## src/rtl/iso8583_pkg.sv

```systemverilog
//------------------------------------------------------------------------------
// ISO 8583 parser package
// Shared types, phase codes and a helper function of the message parser.
//------------------------------------------------------------------------------
package iso8583_pkg;

	localparam int FIELD_SLOTS_DEF   = 192;
	localparam int MAX_FIELD_LEN_DEF = 999;

	typedef enum logic [2:0] {
		PH_TYPE   = 3'd0,
		PH_BITMAP = 3'd1,
		PH_LENGTH = 3'd2,
		PH_DATA   = 3'd3,
		PH_DONE   = 3'd4
	} phase_t;

	// Controller states.
	typedef enum logic [2:0] {
		ST_IDLE,
		ST_LOOKUP,
		ST_EMIT,
		ST_SCAN,
		ST_FETCH,
		ST_FINISH
	} ctrl_state_t;

	localparam logic [1:0] KIND_FIXED = 2'd0;
	localparam logic [1:0] KIND_LL    = 2'd1;
	localparam logic [1:0] ENC_RAW    = 2'd0;
	localparam logic [1:0] ENC_LEFT   = 2'd2;

	localparam logic [1:0] STATUS_DATA      = 2'd0;
	localparam logic [1:0] STATUS_COMPLETE  = 2'd1;
	localparam logic [1:0] STATUS_TRUNCATED = 2'd2;
	localparam logic [1:0] STATUS_SHORT     = 2'd3;

	localparam logic [0:0] CMD_BYTE  = 1'b0;
	localparam logic [0:0] CMD_TABLE = 1'b1;

	localparam logic [0:0] REG_TYPE_ASCII = 1'b0;
	localparam logic [0:0] REG_LEN_ASCII  = 1'b1;

	localparam logic [7:0] CHAR_D  = 8'h44;
	localparam logic [7:0] CHAR_EQ = 8'h3D;
	localparam logic [7:0] TRACK2  = 8'd35;
	localparam logic [7:0] TRACK3  = 8'd36;
	localparam int         MIN_MESSAGE_BYTES = 10;

	typedef struct packed {
		logic [0:0] command;
		logic [7:0] data_byte;
		logic       end_of_message;
		logic [7:0] entry_index;
		logic [1:0] entry_length_kind;
		logic [1:0] entry_encoding;
		logic [9:0] entry_length;
	} in_item_t;

	typedef struct packed {
		logic [7:0] field_number;
		logic [7:0] data_char;
		logic [9:0] field_length;
		logic       last_in_field;
		logic [1:0] status;
		logic       last_result;
	} out_item_t;

	// Commands from controller to datapath.
	typedef struct packed {
		logic load_byte;   // capture accepted item
		logic lookup;      // register the table entry of the current field
		logic process;     // run the byte through the parse phase
		logic scan_step;   // examine one candidate field position
		logic emit_next;   // one result taken, advance to the next
		logic finish;      // finish the item; on end of message, clear message state
	} ctrl_cmd_t;

	// Status from datapath to controller.
	typedef struct packed {
		logic scan_busy;   // next-field search still running
		logic more_results;// further results pending for this item
		logic is_table;    // captured item is a table write
		logic eom;         // captured byte ends the message
	} dp_status_t;

	function automatic logic [7:0] nib_char(input logic [3:0] n);
		return (n < 4'd10) ? (8'h30 + {4'd0, n}) : (8'h37 + {4'd0, n});
	endfunction

endpackage

```

## src/rtl/iso8583_ctrl.sv

```systemverilog
//------------------------------------------------------------------------------
// ISO 8583 parser controller
// Sequences capture, table lookup, byte processing, field search and output.
//------------------------------------------------------------------------------
module iso8583_ctrl import iso8583_pkg::*; (
	input  logic       clk,
	input  logic       arst_n,
	input  logic       in_valid,
	output logic       in_ready,
	output logic       out_valid,
	input  logic       out_ready,
	input  dp_status_t stat,
	output ctrl_cmd_t  cmd
);

	ctrl_state_t state_q, state_d;

	always_ff @(posedge clk or negedge arst_n) begin
		if (!arst_n) begin
			state_q <= ST_IDLE;
		end else begin
			state_q <= state_d;
		end
	end

	always_comb begin
		state_d = state_q;
		unique case (state_q)
			ST_IDLE: begin
				if (in_valid) state_d = ST_LOOKUP;
			end
			ST_LOOKUP: begin
				if (stat.is_table) state_d = ST_IDLE;
				else state_d = ST_FETCH;
			end
			ST_FETCH: begin
				state_d = ST_SCAN;
			end
			ST_SCAN: begin
				if (!stat.scan_busy) state_d = ST_FINISH;
			end
			ST_FINISH: begin
				if (stat.more_results) state_d = ST_EMIT;
				else state_d = ST_IDLE;
			end
			ST_EMIT: begin
				if (out_ready && !stat.more_results) state_d = ST_IDLE;
			end
			default: state_d = ST_IDLE;
		endcase
	end

	always_comb begin
		cmd       = '0;
		in_ready  = 1'b0;
		out_valid = 1'b0;
		unique case (state_q)
			ST_IDLE: begin
				in_ready      = 1'b1;
				cmd.load_byte = in_valid;
			end
			ST_LOOKUP: cmd.lookup = 1'b1;
			ST_FETCH:  cmd.process = 1'b1;
			ST_SCAN:   cmd.scan_step = stat.scan_busy;
			ST_FINISH: cmd.finish = 1'b1;
			ST_EMIT: begin
				out_valid     = 1'b1;
				cmd.emit_next = out_ready;
			end
			default: ;
		endcase
	end

endmodule

```

## src/rtl/iso8583_dp.sv

```systemverilog
//------------------------------------------------------------------------------
// ISO 8583 parser datapath
// Format table, message state, bitmap store and a small result queue.
//------------------------------------------------------------------------------
module iso8583_dp import iso8583_pkg::*; #(
	parameter int FIELD_SLOTS   = FIELD_SLOTS_DEF,
	parameter int MAX_FIELD_LEN = MAX_FIELD_LEN_DEF
) (
	input  logic       clk,
	input  logic       arst_n,
	input  in_item_t   in_item,
	input  logic       type_in_ascii,
	input  logic       length_in_ascii,
	input  ctrl_cmd_t  cmd,
	output dp_status_t stat,
	output out_item_t  out_item
);

	localparam logic [9:0] MAXL = 10'(MAX_FIELD_LEN);

	logic [13:0]  table_mem [FIELD_SLOTS];
	logic [13:0]  entry_q;
	in_item_t     item_q;
	logic [191:0] map_q;
	phase_t       phase_q;
	logic [7:0]   field_q;
	logic [9:0]   remain_q;
	logic [9:0]   acc_q;
	logic [11:0]  pos_q;
	logic [1:0]   bmcnt_q;
	logic         scan_q;
	logic [7:0]   scan_pos_q;
	// result queue: up to three entries
	out_item_t    res_q [3];
	logic [1:0]   res_cnt_q;
	logic [1:0]   res_rd_q;

	// Table write and registered read. The scan reads at scan_pos_q.
	logic [7:0] rd_addr;
	always_comb begin
		rd_addr = scan_q ? scan_pos_q : field_q;
	end

	always_ff @(posedge clk) begin
		if (cmd.lookup && item_q.command == CMD_TABLE &&
		    {1'b0, item_q.entry_index} < 9'(FIELD_SLOTS)) begin
			table_mem[item_q.entry_index] <= {item_q.entry_length_kind,
				item_q.entry_encoding, item_q.entry_length};
		end
		entry_q <= table_mem[rd_addr];
	end

	always_ff @(posedge clk) begin
		if (cmd.load_byte) item_q <= in_item;
	end

	function automatic logic [9:0] sat(input logic [13:0] v);
		return (v > {4'd0, MAXL}) ? MAXL : v[9:0];
	endfunction

	// Combinational byte processing (one phase step).
	logic [191:0] map_n;
	phase_t       phase_n;
	logic [9:0]   remain_n, acc_n;
	logic [1:0]   bmcnt_n;
	logic         scan_n;
	logic [7:0]   scan_start;
	out_item_t    r0, r1;
	logic [1:0]   nres;

	always_comb begin
		logic [7:0]  b;
		logic [1:0]  k;
		logic [2:0]  idx;
		logic [1:0]  kind, enc;
		logic [13:0] t;
		logic [3:0]  d;
		logic        lastb, odd, first, h_en, l_en;
		logic [7:0]  fn, ch_h, ch_l;
		b = item_q.data_byte;
		k = 2'd0; idx = 3'd0; kind = entry_q[13:12]; enc = entry_q[11:10];
		t = '0; d = '0; lastb = 1'b0; odd = 1'b0; first = 1'b0;
		h_en = 1'b0; l_en = 1'b0; fn = field_q + 8'd1;
		ch_h = nib_char(b[7:4]); ch_l = nib_char(b[3:0]);
		map_n = map_q; phase_n = phase_q; remain_n = remain_q; acc_n = acc_q;
		bmcnt_n = bmcnt_q; scan_n = 1'b0; scan_start = 8'd1;
		r0 = '0; r1 = '0; nres = 2'd0;
		unique case (phase_q)
			PH_TYPE: begin
				r0.field_length = 10'd4; r1.field_length = 10'd4;
				if (type_in_ascii) begin
					r0.data_char = b; r0.last_in_field = pos_q >= 12'd3;
					nres = 2'd1;
					if (pos_q >= 12'd3) begin
						phase_n = PH_BITMAP; bmcnt_n = 2'd0; remain_n = 10'd8;
					end
				end else begin
					r0.data_char = ch_h; r1.data_char = ch_l;
					r1.last_in_field = pos_q >= 12'd1; nres = 2'd2;
					if (pos_q >= 12'd1) begin
						phase_n = PH_BITMAP; bmcnt_n = 2'd0; remain_n = 10'd8;
					end
				end
			end
			PH_BITMAP: begin
				k = (bmcnt_q > 2'd2) ? 2'd2 : bmcnt_q;
				idx = 3'(4'd8 - ((remain_q[2:0] != 3'd0) ? {1'b0, remain_q[2:0]}
					: 4'd8));
				for (int j = 0; j < 8; j++) begin
					if (b[7-j]) map_n[{k, idx, 3'(j)}] = 1'b1;
				end
				remain_n = (remain_q != 10'd0) ? remain_q - 10'd1 : 10'd0;
				if (remain_n == 10'd0) begin
					bmcnt_n = k + 2'd1;
					if (k < 2'd2 && map_n[{k, 6'd0}]) begin
						remain_n = 10'd8;
					end else begin
						scan_n = 1'b1; scan_start = 8'd1;
					end
				end
			end
			PH_LENGTH: begin
				if (length_in_ascii) begin
					d = (b >= 8'h30 && b <= 8'h39) ? b[3:0] : 4'd0;
					t = {4'd0, acc_q} * 14'd10 + {10'd0, d};
				end else if (kind != KIND_LL && remain_q >= 10'd2) begin
					t = {10'd0, b[3:0]} * 14'd100;
				end else begin
					t = {4'd0, acc_q} + {10'd0, b[7:4]} * 14'd10 + {10'd0, b[3:0]};
				end
				acc_n = sat(t);
				remain_n = (remain_q != 10'd0) ? remain_q - 10'd1 : 10'd0;
				if (remain_n == 10'd0) begin
					if (acc_n == 10'd0) begin
						scan_n = 1'b1; scan_start = field_q + 8'd1;
					end else begin
						phase_n = PH_DATA;
						remain_n = (enc == ENC_RAW) ? acc_n
							: 10'(({1'b0, acc_n} + 11'd1) >> 1);
					end
				end
			end
			PH_DATA: begin
				lastb = remain_q <= 10'd1;
				r0.field_number = fn; r1.field_number = fn;
				r0.field_length = acc_q; r1.field_length = acc_q;
				if (enc == ENC_RAW) begin
					r0.data_char = b; r0.last_in_field = lastb; nres = 2'd1;
				end else begin
					odd = acc_q[0];
					first = remain_q == 10'(({1'b0, acc_q} + 11'd1) >> 1);
					if ((fn == TRACK2 || fn == TRACK3) && ch_h == CHAR_D) ch_h = CHAR_EQ;
					if ((fn == TRACK2 || fn == TRACK3) && ch_l == CHAR_D) ch_l = CHAR_EQ;
					h_en = !(enc == ENC_LEFT && first && odd);
					l_en = !(enc != ENC_LEFT && lastb && odd);
					if (h_en && l_en) begin
						r0.data_char = ch_h; r1.data_char = ch_l;
						r1.last_in_field = lastb; nres = 2'd2;
					end else if (h_en) begin
						r0.data_char = ch_h; r0.last_in_field = lastb; nres = 2'd1;
					end else if (l_en) begin
						r0.data_char = ch_l; r0.last_in_field = lastb; nres = 2'd1;
					end
				end
				remain_n = (remain_q != 10'd0) ? remain_q - 10'd1 : 10'd0;
				if (remain_n == 10'd0) begin
					scan_n = 1'b1; scan_start = field_q + 8'd1;
				end
			end
			default: ;
		endcase
	end

	// One scan step: examine position scan_pos_q with entry_q for it.
	logic       sc_hit, sc_end;
	logic [9:0] sc_len;
	always_comb begin
		sc_end = {1'b0, scan_pos_q} >= 9'(FIELD_SLOTS);
		sc_len = sat({4'd0, entry_q[9:0]});
		sc_hit = !sc_end && scan_pos_q[5:0] != 6'd0 && map_q[scan_pos_q];
	end

	// status result assembled at finish
	logic [1:0] eom_st;
	always_comb begin
		if (pos_q < 12'(MIN_MESSAGE_BYTES)) eom_st = STATUS_SHORT;
		else if (phase_q == PH_DONE) eom_st = STATUS_COMPLETE;
		else eom_st = STATUS_TRUNCATED;
	end

	// The scan reads the table through the registered read port: scan_pos_q addresses memory,
	// entry_q then holds its entry. A wait flag keeps them aligned.
	logic wait_q;

	always_ff @(posedge clk or negedge arst_n) begin
		if (!arst_n) begin
			map_q <= '0; phase_q <= PH_TYPE; field_q <= '0; remain_q <= '0;
			acc_q <= '0; pos_q <= '0; bmcnt_q <= '0; scan_q <= 1'b0;
			scan_pos_q <= '0; res_cnt_q <= '0; res_rd_q <= '0; wait_q <= 1'b0;
		end else begin
			if (cmd.process && item_q.command == CMD_BYTE) begin
				map_q <= map_n; phase_q <= phase_n; remain_q <= remain_n;
				acc_q <= acc_n; bmcnt_q <= bmcnt_n;
				if (pos_q != 12'hFFF) pos_q <= pos_q + 12'd1;
				scan_q <= scan_n; scan_pos_q <= scan_start; wait_q <= 1'b1;
				res_q[0] <= r0; res_q[1] <= r1; res_cnt_q <= nres;
				res_rd_q <= 2'd0;
			end
			if (cmd.scan_step) begin
				if (wait_q) begin
					wait_q <= 1'b0;
				end else if (sc_end) begin
					scan_q <= 1'b0; phase_q <= PH_DONE;
				end else if (sc_hit) begin
					field_q <= scan_pos_q;
					if (entry_q[13:12] == KIND_FIXED) begin
						if (sc_len == 10'd0) begin
							scan_pos_q <= scan_pos_q + 8'd1; wait_q <= 1'b1;
						end else begin
							scan_q <= 1'b0; acc_q <= sc_len; phase_q <= PH_DATA;
							remain_q <= (entry_q[11:10] == ENC_RAW) ? sc_len
								: 10'(({1'b0, sc_len} + 11'd1) >> 1);
						end
					end else begin
						scan_q <= 1'b0; phase_q <= PH_LENGTH; acc_q <= '0;
						if (entry_q[13:12] == KIND_LL)
							remain_q <= length_in_ascii ? 10'd2 : 10'd1;
						else
							remain_q <= length_in_ascii ? 10'd3 : 10'd2;
					end
				end else begin
					scan_pos_q <= scan_pos_q + 8'd1; wait_q <= 1'b1;
				end
			end
			if (cmd.finish) begin
				if (item_q.end_of_message) begin
					res_q[res_cnt_q] <= '{field_number: '0, data_char: '0,
						field_length: '0, last_in_field: 1'b0, status: eom_st,
						last_result: 1'b0};
					res_cnt_q <= res_cnt_q + 2'd1;
					map_q <= '0; phase_q <= PH_TYPE; field_q <= '0;
					remain_q <= '0; acc_q <= '0; pos_q <= '0; bmcnt_q <= '0;
				end
			end
			if (cmd.emit_next) res_rd_q <= res_rd_q + 2'd1;
		end
	end

	always_comb begin
		stat.scan_busy    = scan_q;
		stat.is_table     = item_q.command == CMD_TABLE;
		stat.eom          = item_q.end_of_message;
		stat.more_results = cmd.emit_next ? (res_rd_q + 2'd1 < res_cnt_q)
			: (res_rd_q < res_cnt_q) || (cmd.finish && item_q.end_of_message);
		out_item             = res_q[res_rd_q];
		out_item.last_result = (res_rd_q + 2'd1 == res_cnt_q);
	end

endmodule

```

## src/rtl/iso8583_message_parser.sv

```systemverilog
//------------------------------------------------------------------------------
// ISO 8583 message parser
// Unpacks a byte stream into the characters of each present message field.
//------------------------------------------------------------------------------
// Each accepted transaction is either a message byte or a format table write.
// A table write is captured and then stored. A message byte is captured, looked up
// and processed, then finished, and its results (up to three) are delivered; when it
// ends a field or a bitmap, the next-field search runs before finishing; it examines
// bitmap positions by walking the format table memory one position at a time through its
// registered read port. Results are presented on the output channel one
// at a time; last_result marks the final result caused by a transaction.
// A message byte with end_of_message set appends one status result and
// returns all message state to its reset value; the format table is kept.
// Table entries that were never written must not be referenced by a message.
//------------------------------------------------------------------------------
module iso8583_message_parser import iso8583_pkg::*; #(
	parameter int FIELD_SLOTS   = FIELD_SLOTS_DEF,
	parameter int MAX_FIELD_LEN = MAX_FIELD_LEN_DEF
) (
	input  logic       clk,
	input  logic       arst_n,
	input  logic       in_valid,
	output logic       in_ready,
	input  in_item_t   in_data,
	output logic       out_valid,
	input  logic       out_ready,
	output out_item_t  out_data,
	input  logic       cfg_we,
	input  logic [0:0] cfg_index,
	input  logic [0:0] cfg_wdata
);

	logic       type_ascii_q, len_ascii_q;
	ctrl_cmd_t  cmd;
	dp_status_t stat;

	// Configuration registers.
	always_ff @(posedge clk or negedge arst_n) begin
		if (!arst_n) begin
			type_ascii_q <= 1'b0;
			len_ascii_q  <= 1'b0;
		end else if (cfg_we) begin
			unique case (cfg_index)
				REG_TYPE_ASCII: type_ascii_q <= cfg_wdata[0];
				REG_LEN_ASCII:  len_ascii_q  <= cfg_wdata[0];
				default: ;
			endcase
		end
	end

	iso8583_ctrl u_ctrl (
		.clk       (clk),
		.arst_n    (arst_n),
		.in_valid  (in_valid),
		.in_ready  (in_ready),
		.out_valid (out_valid),
		.out_ready (out_ready),
		.stat      (stat),
		.cmd       (cmd)
	);

	iso8583_dp #(
		.FIELD_SLOTS   (FIELD_SLOTS),
		.MAX_FIELD_LEN (MAX_FIELD_LEN)
	) u_dp (
		.clk             (clk),
		.arst_n          (arst_n),
		.in_item         (in_data),
		.type_in_ascii   (type_ascii_q),
		.length_in_ascii (len_ascii_q),
		.cmd             (cmd),
		.stat            (stat),
		.out_item        (out_data)
	);

endmodule
```

## config.mk

```make
export PLATFORM = sky130hd
export DESIGN_NAME = iso8583_message_parser
export DESIGN_NICKNAME = d
export VERILOG_FILES = /design/src/rtl/iso8583_pkg.sv /design/src/rtl/iso8583_ctrl.sv /design/src/rtl/iso8583_dp.sv /design/src/rtl/iso8583_message_parser.sv
export SDC_FILE = /design/constraint.sdc
export NUM_CORES = 2
export LEC_CHECK = 0
export BUFFER_PORTS_ARGS = -buffer_cell sky130_fd_sc_hd__buf_2
export CAP_MARGIN = 30
export CORE_ASPECT_RATIO = 1.2
export CORE_MARGIN = 10
export CORE_UTILIZATION = 51
export CTS_CLUSTER_SIZE = 40
export DETAILED_ROUTE_END_ITERATION = 7
export PLACE_DENSITY = 0.79
export SYNTH_ARGS = -nofsm -noshare
export SYNTH_HDL_FRONTEND = slang
export SYNTH_SLANG_ARGS = --single-unit
```

## constraint.sdc

```tcl
create_clock -name clk -period 4.9 [get_ports clk]
set_input_delay 0.49 -clock clk [delete_from_list [all_inputs] [get_ports clk]]
set_output_delay 0.49 -clock clk [all_outputs]
set_load 0.005 [all_outputs]
```

# Word level (Yosys, flattened, before mapping)
# Memories as Yosys holds them, arrays and structs flattened. A register that Yosys moved wholly into a read port is not among the register bits.
# Index checks and enable logic that the tools add are counted.
word_totals:
  regBits: 288
  latch_bits: 0
  mem_bits_rw: 2775
  romBits: 0
  in_bits: 39
  out_inout_bits: 32
  elab_cells: 368
  memories: 2
op_classes:
  addsub: 18
  n_mul: 3
  div_mod_pow: 0
  order_cmp: 35
  n_eq_ne: 23
  shifts: 0
  n_mux: 207
  bitwise_logic: 10
  n_reduce_logical: 48
mem_list:
  columns: ["memory", "depth", "width", "read_ports", "rd_ports_with_merged_regs", "write_ports", "line_no", "rtl"]
  rows:
  - ["u_dp.table_mem", 192, 14, 1, 1, 1, "iso8583_dp.sv:21", "logic [13:0] table_mem [FIELD_SLOTS];"]
  - ["u_dp.res_q", 3, 29, 1, 0, 2, "iso8583_dp.sv:34", "out_item_t res_q [3];"]
ops:
  columns: ["cell", "count"]
  rows:
  - ["$mux 192", 20]
  - ["$mux 10", 32]
  - ["$mux 8", 30]
  - ["$or 192x185->192", 1]
  - ["$or 192x186->192", 1]
  - ["$or 192x187->192", 1]
  - ["$or 192x188->192", 1]
  - ["$or 192x189->192", 1]
  - ["$or 192x190->192", 1]
  - ["$or 192x191->192", 1]
  - ["$or 192x192->192", 1]
  - ["$lt 8x9->1 const B", 10]
  - ["$pmux 19 s2", 2]
  - ["$ge 8x1->1 const B", 8]
  - ["$mux 3", 19]
  - ["$mux 1", 56]
  - ["$mux 12", 4]
  - ["$mux 2", 22]
  - ["$mux 14", 3]
  - ["$demux 1 s5", 8]
  - ["$pmux 10 s4", 1]
  - ["$add 10x1->11 const B", 3]
  - ["$logic_not 10->1", 3]
  - ["$mux 29", 1]
  - ["59 further kinds", 114]

# Longest topological paths before layout
depth:
  depth_word: 46
  mapped_depth: 25
  depth_no_buf: 23

# Cells and area by module
# From an unflattened synthesis, not the netlist that was laid out.
hier_totals:
  hier_cells: 7078
  area_unflattened_um2: 124582.0
by_module_without_submodules:
  columns: ["module", "instances", "cells_each", "area_per_inst_um2", "seq_area_each_um2"]
  rows:
  - ["iso8583_dp", 1, 7048, 124276.7, 89540.9]
  - ["iso8583_ctrl", 1, 24, 219.0, 75.1]
  - ["iso8583_message_parser", 1, 6, 86.3, 50.0]

# Worst setup path before layout
# No wires, ideal clock.
synth_timing:
  path_kind: "flip-flop to flip-flop"
  startpoint: "reg u_dp.item_q[28] (netlist bit)"
  endpoint: "reg u_dp.remain_q[7]"
  setup_time_ps: 82
  arrival_ps: 5293
  required_time_ps: 4818
  slack_ps: -475
  stages_incl_launch_ff: 20
  path_buffers: 1
  period_less_slack_ps: 5375
  cell_sequence: "edfxtp_1 -> ha_1 -> ha_1 -> fa_1 -> ha_1 -> buf_2 -> a21oi_4 -> xnor2_1 -> or4b_1 -> or3_1 -> xnor2_1 -> a2111oi_2 -> a41oi_2 -> nand3b_1 -> ha_1 -> nor4bb_1 -> and3_1 -> mux2i_1 -> mux2i_1 -> a31oi_1"
synth_between:
  elab_chain_len: 32
  word_cells_on_any_way: 50
  classes_between: "add/sub (4); mul (1); order compare (3); mux (34); bitwise (5); reduce/logical (3)"
synth_rtl:
  columns: ["item", "line_no", "rtl"]
  rows:
  - ["start: declaration", "iso8583_dp.sv:23", "in_item_t item_q;"]
  - ["start signal: assignment", "iso8583_dp.sv:54", "if (cmd.load_byte) item_q <= in_item;"]
  - ["branches (longest 22 deep; another with $add 14x4->14)", null, null]
  - ["$pmux 10 s4 *", "iso8583_dp.sv:88", "unique case (phase_q)"]
  - ["$mux 10 *", "iso8583_dp.sv:201", "if (cmd.process && item_q.command == CMD_BYTE) begin"]
  - ["$mux 10", "iso8583_dp.sv:217", "if (sc_len == 10'd0) begin"]
  - ["$mux 10", "iso8583_dp.sv:216", "if (entry_q[13:12] == KIND_FIXED) begin"]
  - ["$mux 10", "iso8583_dp.sv:214", "end else if (sc_hit) begin"]
  - ["$mux 10", "iso8583_dp.sv:212", "end else if (sc_end) begin"]
  - ["$mux 10", "iso8583_dp.sv:210", "if (wait_q) begin"]
  - ["$mux 10 *", "iso8583_dp.sv:209", "if (cmd.scan_step) begin"]
  - ["$mux 10", "iso8583_dp.sv:236", "if (item_q.end_of_message) begin"]
  - ["$mux 10 *", "iso8583_dp.sv:235", "if (cmd.finish) begin"]
  - ["end signal: assignment", "iso8583_dp.sv:221", "remain_q <= (entry_q[11:10] == ENC_RAW) ? sc_len"]
  - ["end signal: assignment", "iso8583_dp.sv:227", "remain_q <= length_in_ascii ? 10'd2 : 10'd1;"]
  - ["end signal: assignment", "iso8583_dp.sv:229", "remain_q <= length_in_ascii ? 10'd3 : 10'd2;"]
  - ["end: declaration", "iso8583_dp.sv:27", "logic [9:0] remain_q;"]
# Every way passes the cells marked *. The select of a mux whose other input is x is not followed.
# A chain may end at the register's enable or synchronous reset.

# Worst setup path after layout
# Same ends and word-level chain as after synthesis.

==> flow_summary.ini <==
[status]
run_status = complete, but fails checks
failing_checks = design-rule violations, max-slew violations, negative setup slack

[placed_design]
preCtsSetupSlack_ps = -302.8
numPlacedInstances = 10374
dp.final_hpwl_um = 184100
port_buffers = 70
finalWeightedCongestion = 0.9101

[die]
placementRows = 198
chipHeight_um = 560.5
io_pins = 71
initial_core_utilization = 0.5124
design.core.area_sq_mm = 0.2423
horizontal_die_dimension_um = 470.4
die_outline_area_sq_mm = 0.2637

[cts]
clockRootBuffer = sky130_fd_sc_hd__clkbuf_16
cts_inserted_buffers = 307
numClockSinks = 3051
clkTransAtPathRegs_ps = 70
ctsLongestPathBuffers = 4
clock_latency_ps = 980
cts.htree.levels = 5
clock_tree_from_tritoncts = done

[drt]
routed_wire_length_um = 328900
wire_per_inst_um = 30.05
drc = 21
route.vias.total = 72410
antenna_violating_nets_post_route = 0
first_iter_violations = 10608
avgViaCountPerCell = 6.614
number_of_iterations_in_the_first_detailed_routing_pass = 8

[power]
max-vdd-ir-drop_mv = 0.6173
power.internal_mw = 44.14
power.switching_fraction = 0.2407
power.share.clock = 0.383
pwr-share-comb = 0.097
sequentialPowerShare = 0.520
pwr_density_cell_mw_per_mm2 = 412.2
netSwitchingPower_mw = 13.99
total_leakage_power_nw = 48.15

[sta]
timing.slew.headroom = -0.04708
timing_worst_slew_pin_value_ps = 1571
worst_slack_ps = -93.97
final_max_slew_violation_count = 48
final-setup-viol-count = 4
total_count_of_hold_check_failures_in_the_final_report = 0
rsz_0062_raised_after_global_routing = yes
timing.fmax_mhz = 200.2
timing.clock.skew_ps = 97.65
finalCriticalPeriod_ps = 4994
final.hold.worst_slack_ps = 228.8
min_period_over_period = 1.019
timing.setup.tns_ps = -207.1

[cells_and_area]
finalCoreUtilization = 0.5820
stdcell_count = 10948
synthToLayoutAreaGrowth_pct = 13.58
final_nets = 7652
drive_gt1_frac = 0.2272

[setup_path]
cp_max_fo = 7
arrival_ps = 5870
critical_path.top_delay_family = simple AND/OR/NAND/NOR gates
path_class = reg2reg
cp.required_ps = 5780
critPathSlowestCell = sky130_fd_sc_hd__fa_2
cp.depth = 18
cp_num_buf_inv = 0
end_kind = register
critPathMaxStageDelay_ps = 600
reg2regPathDepth = 18
cpMostUsedCell = sky130_fd_sc_hd__ha_4
timing.critical_path.from_type = register
critical_path.cell_chain = ha_4 > ha_4 > fa_2 > ha_4 > o21ai_4 > o32ai_2 > or4b_4 > or3_4 > xnor2_4 > a2111oi_4 > a41oi_4 > nand3b_1 > ha_2 > nor4bb_4 > and3_4 > mux2i_1 > mux2i_1 > a31oi_1

[synth]
yosys_most_used_dff = sky130_fd_sc_hd__edfxtp_1
synth_enable_flop_cells = 2728
post_syn_nets = 7210
ys_seq_area_frac = 0.7222
avgSynthCellArea_sq_um = 17.52
postSynth.asyncResetShare = 0.08391
synth_area_sq_mm = 0.1242
ys_seq_elements = 3051
netlist-cell-type-count = 90
yosys_warns = 0
synthCells = 7086

[grt]
largest_net_degree_at_the_start_of_global_routing = 193
grt_overflow = 0
grt_pass1_vias = 73243
wire_length_of_the_first_global_routing_pass_um = 487700
globalRouteTotalUtil = 0.2439
number_of_antenna_violations_at_the_first_check_in_global_routing = 7

[min_path]
hold_class = in2reg
min_delay_path_depth = 2

[flow_run]
maxCapViolCount = 0
[timing repair]
action,CTS,global route
pin swaps,4,22
hold buffers,39,0
buffers inserted,2,3
endpoints found under the setup margin,5,6
endpoints found under the hold margin,155,0
cloned,0,0
gates resized for setup,8,19
[metrics by stage]
| step | total power [mW] | area, sq um |
|---|---|---|
| 6_report | 58.13 | 141000 |
| 5_1_grt | 59.69 | 141000 |
| 4_1_cts | 58.14 | 140900 |
| 3_5_place_dp | 36.17 | 131100 |
| 3_3_place_gp | 35.90 | 131100 |
| 2_1_floorplan | 33.92 | 124200 |
[cells by family after synthesis]
kind of cell / after synthesis / share of synthesized area
simple gates: 1496 / 0.05428
flops: 3051 / 0.7222
mux: 781 / 0.1362
buf+inv: 523 / 0.01686
xor+xnor: 48 / 0.003386
compound gates: 1102 / 0.05813
fa+ha+maj: 85 / 0.008929
[power groups by stage]
stage	logic, mW	clock network, mW	registers, mW
2_1_floorplan	2.62	0	31.3
3_3_place_gp	5.19	0	30.7
3_5_place_dp	5.42	0	30.7
4_1_cts	5.51	22.4	30.2
5_1_grt	6.03	23.4	30.2
6_report	5.64	22.3	30.2
[per-layer routing]
| metal | wire (um) | share of wire | track usage |
|---|---|---|---|
| met3 | 35160 | 0.11 | 0.05372 |
| met5 | 46 | 0.00014 | 0 |
| met4 | 18320 | 0.056 | 0.1152 |
| met1 | 114200 | 0.35 | 0.3111 |
| met2 | 161200 | 0.49 | 0.4004 |
[synth_stat cells, drive strengths merged (9+ instances only)]
cell | instances | area share
edfxtp | 2728 | 0.66
mux4 | 726 | 0.13
nor2 | 546 | 0.017
nand2 | 497 | 0.015
a21oi | 391 | 0.016
clkbuf | 324 | 0.0098
dfrtp | 256 | 0.052
a211oi | 248 | 0.015
and2 | 184 | 0.0093
buf | 140 | 0.0053
a31oi | 100 | 0.0050
o21ai | 95 | 0.0038
a311oi | 85 | 0.0060
ha | 79 | 0.0080
nand3 | 71 | 0.0029
dfxtp | 67 | 0.011
inv | 59 | 0.0018
mux2i | 46 | 0.0037
nor3 | 34 | 0.0015
xnor2 | 29 | 0.0020
nor2b | 27 | 0.0014
and3 | 26 | 0.0013
a21o | 19 | 0.0011
nor4 | 19 | 0.0010
xor2 | 19 | 0.0013
a22o | 18 | 0.0013
a22oi | 18 | 0.0011
nand2b | 16 | 0.00081
o211ai | 15 | 0.00091
or3 | 14 | 0.00071
nand4 | 13 | 0.00066
o21a | 12 | 0.00073
a32oi | 11 | 0.00078
a2111oi | 9 | 0.00069
mux2 | 9 | 0.00082
nand3b | 9 | 0.00054
o22ai | 9 | 0.00045
or2 | 9 | 0.00045
[area by class of cell]
cell class / count / area (sq um)
diodes: 2 / 5.005
inverters: 59 / 221.5
well taps: 3200 / 4004
clock inverters: 146 / 1130
multi-input cells: 3512 / 32740
fillers: 16875 / 101300
flip-flops and latches: 3051 / 89670
repair buffers: 597 / 5074
clock buffers: 381 / 8169
[sequential cells by signal (all words and copies together) (netlist names)]
register,flops
u_dp.acc_q,10
u_dp.map_q,192
u_dp.remain_q,10
u_dp.res_rd_q,2
u_dp.item_q,30
u_dp.entry_q,14
type_ascii_q,1
u_dp.field_q,8
u_dp.stat,2
u_dp.wait_q,1
u_dp.bmcnt_q,2
u_dp.scan_q,1
len_ascii_q,1
u_dp.scan_pos_q,8
u_ctrl.state_q,3
u_dp.pos_q,12
u_dp.res_cnt_q,2
u_dp.res_q,61
u_dp.table_mem,2688
u_dp.phase_q,3
[cell usage in the layout, fill, tap and decap left out, drive strengths merged, types with 67 or more instances in the layout]
master     n
nor2     546
buf      558
a211oi   248
clkinv   114
dfrtp    256
and2     184
ha        79
a311oi    85
inv       70
nand3     71
a21oi    391
a31oi    100
mux4     726
clkbuf   381
nand2    497
o21ai     95
edfxtp  2728
dfxtp     67
[worst paths after layout]
kind	from	end	slack [ps]
worst max-delay path	u_dp.item_q[28]$_DFFE_PP_	u_dp.remain_q[7]$_DFF_PN0_	-90
worst min-delay path	in_data[12]	u_dp.item_q[12]$_DFFE_PP_	230
worst max register to register	u_dp.item_q[28]$_DFFE_PP_	u_dp.remain_q[7]$_DFF_PN0_	-90
worst min register to register	u_dp.res_q[1][18]$_SDFFE_PP0P_	u_dp.res_q[1][18]$_SDFFE_PP0P_	450
max in group asynchronous	arst_n	u_dp.scan_pos_q[0]$_DFF_PN0_	3090
min in group asynchronous	arst_n	u_dp.pos_q[0]$_DFF_PN0_	260
No activity file was read; power rests on OpenSTA's default activity.
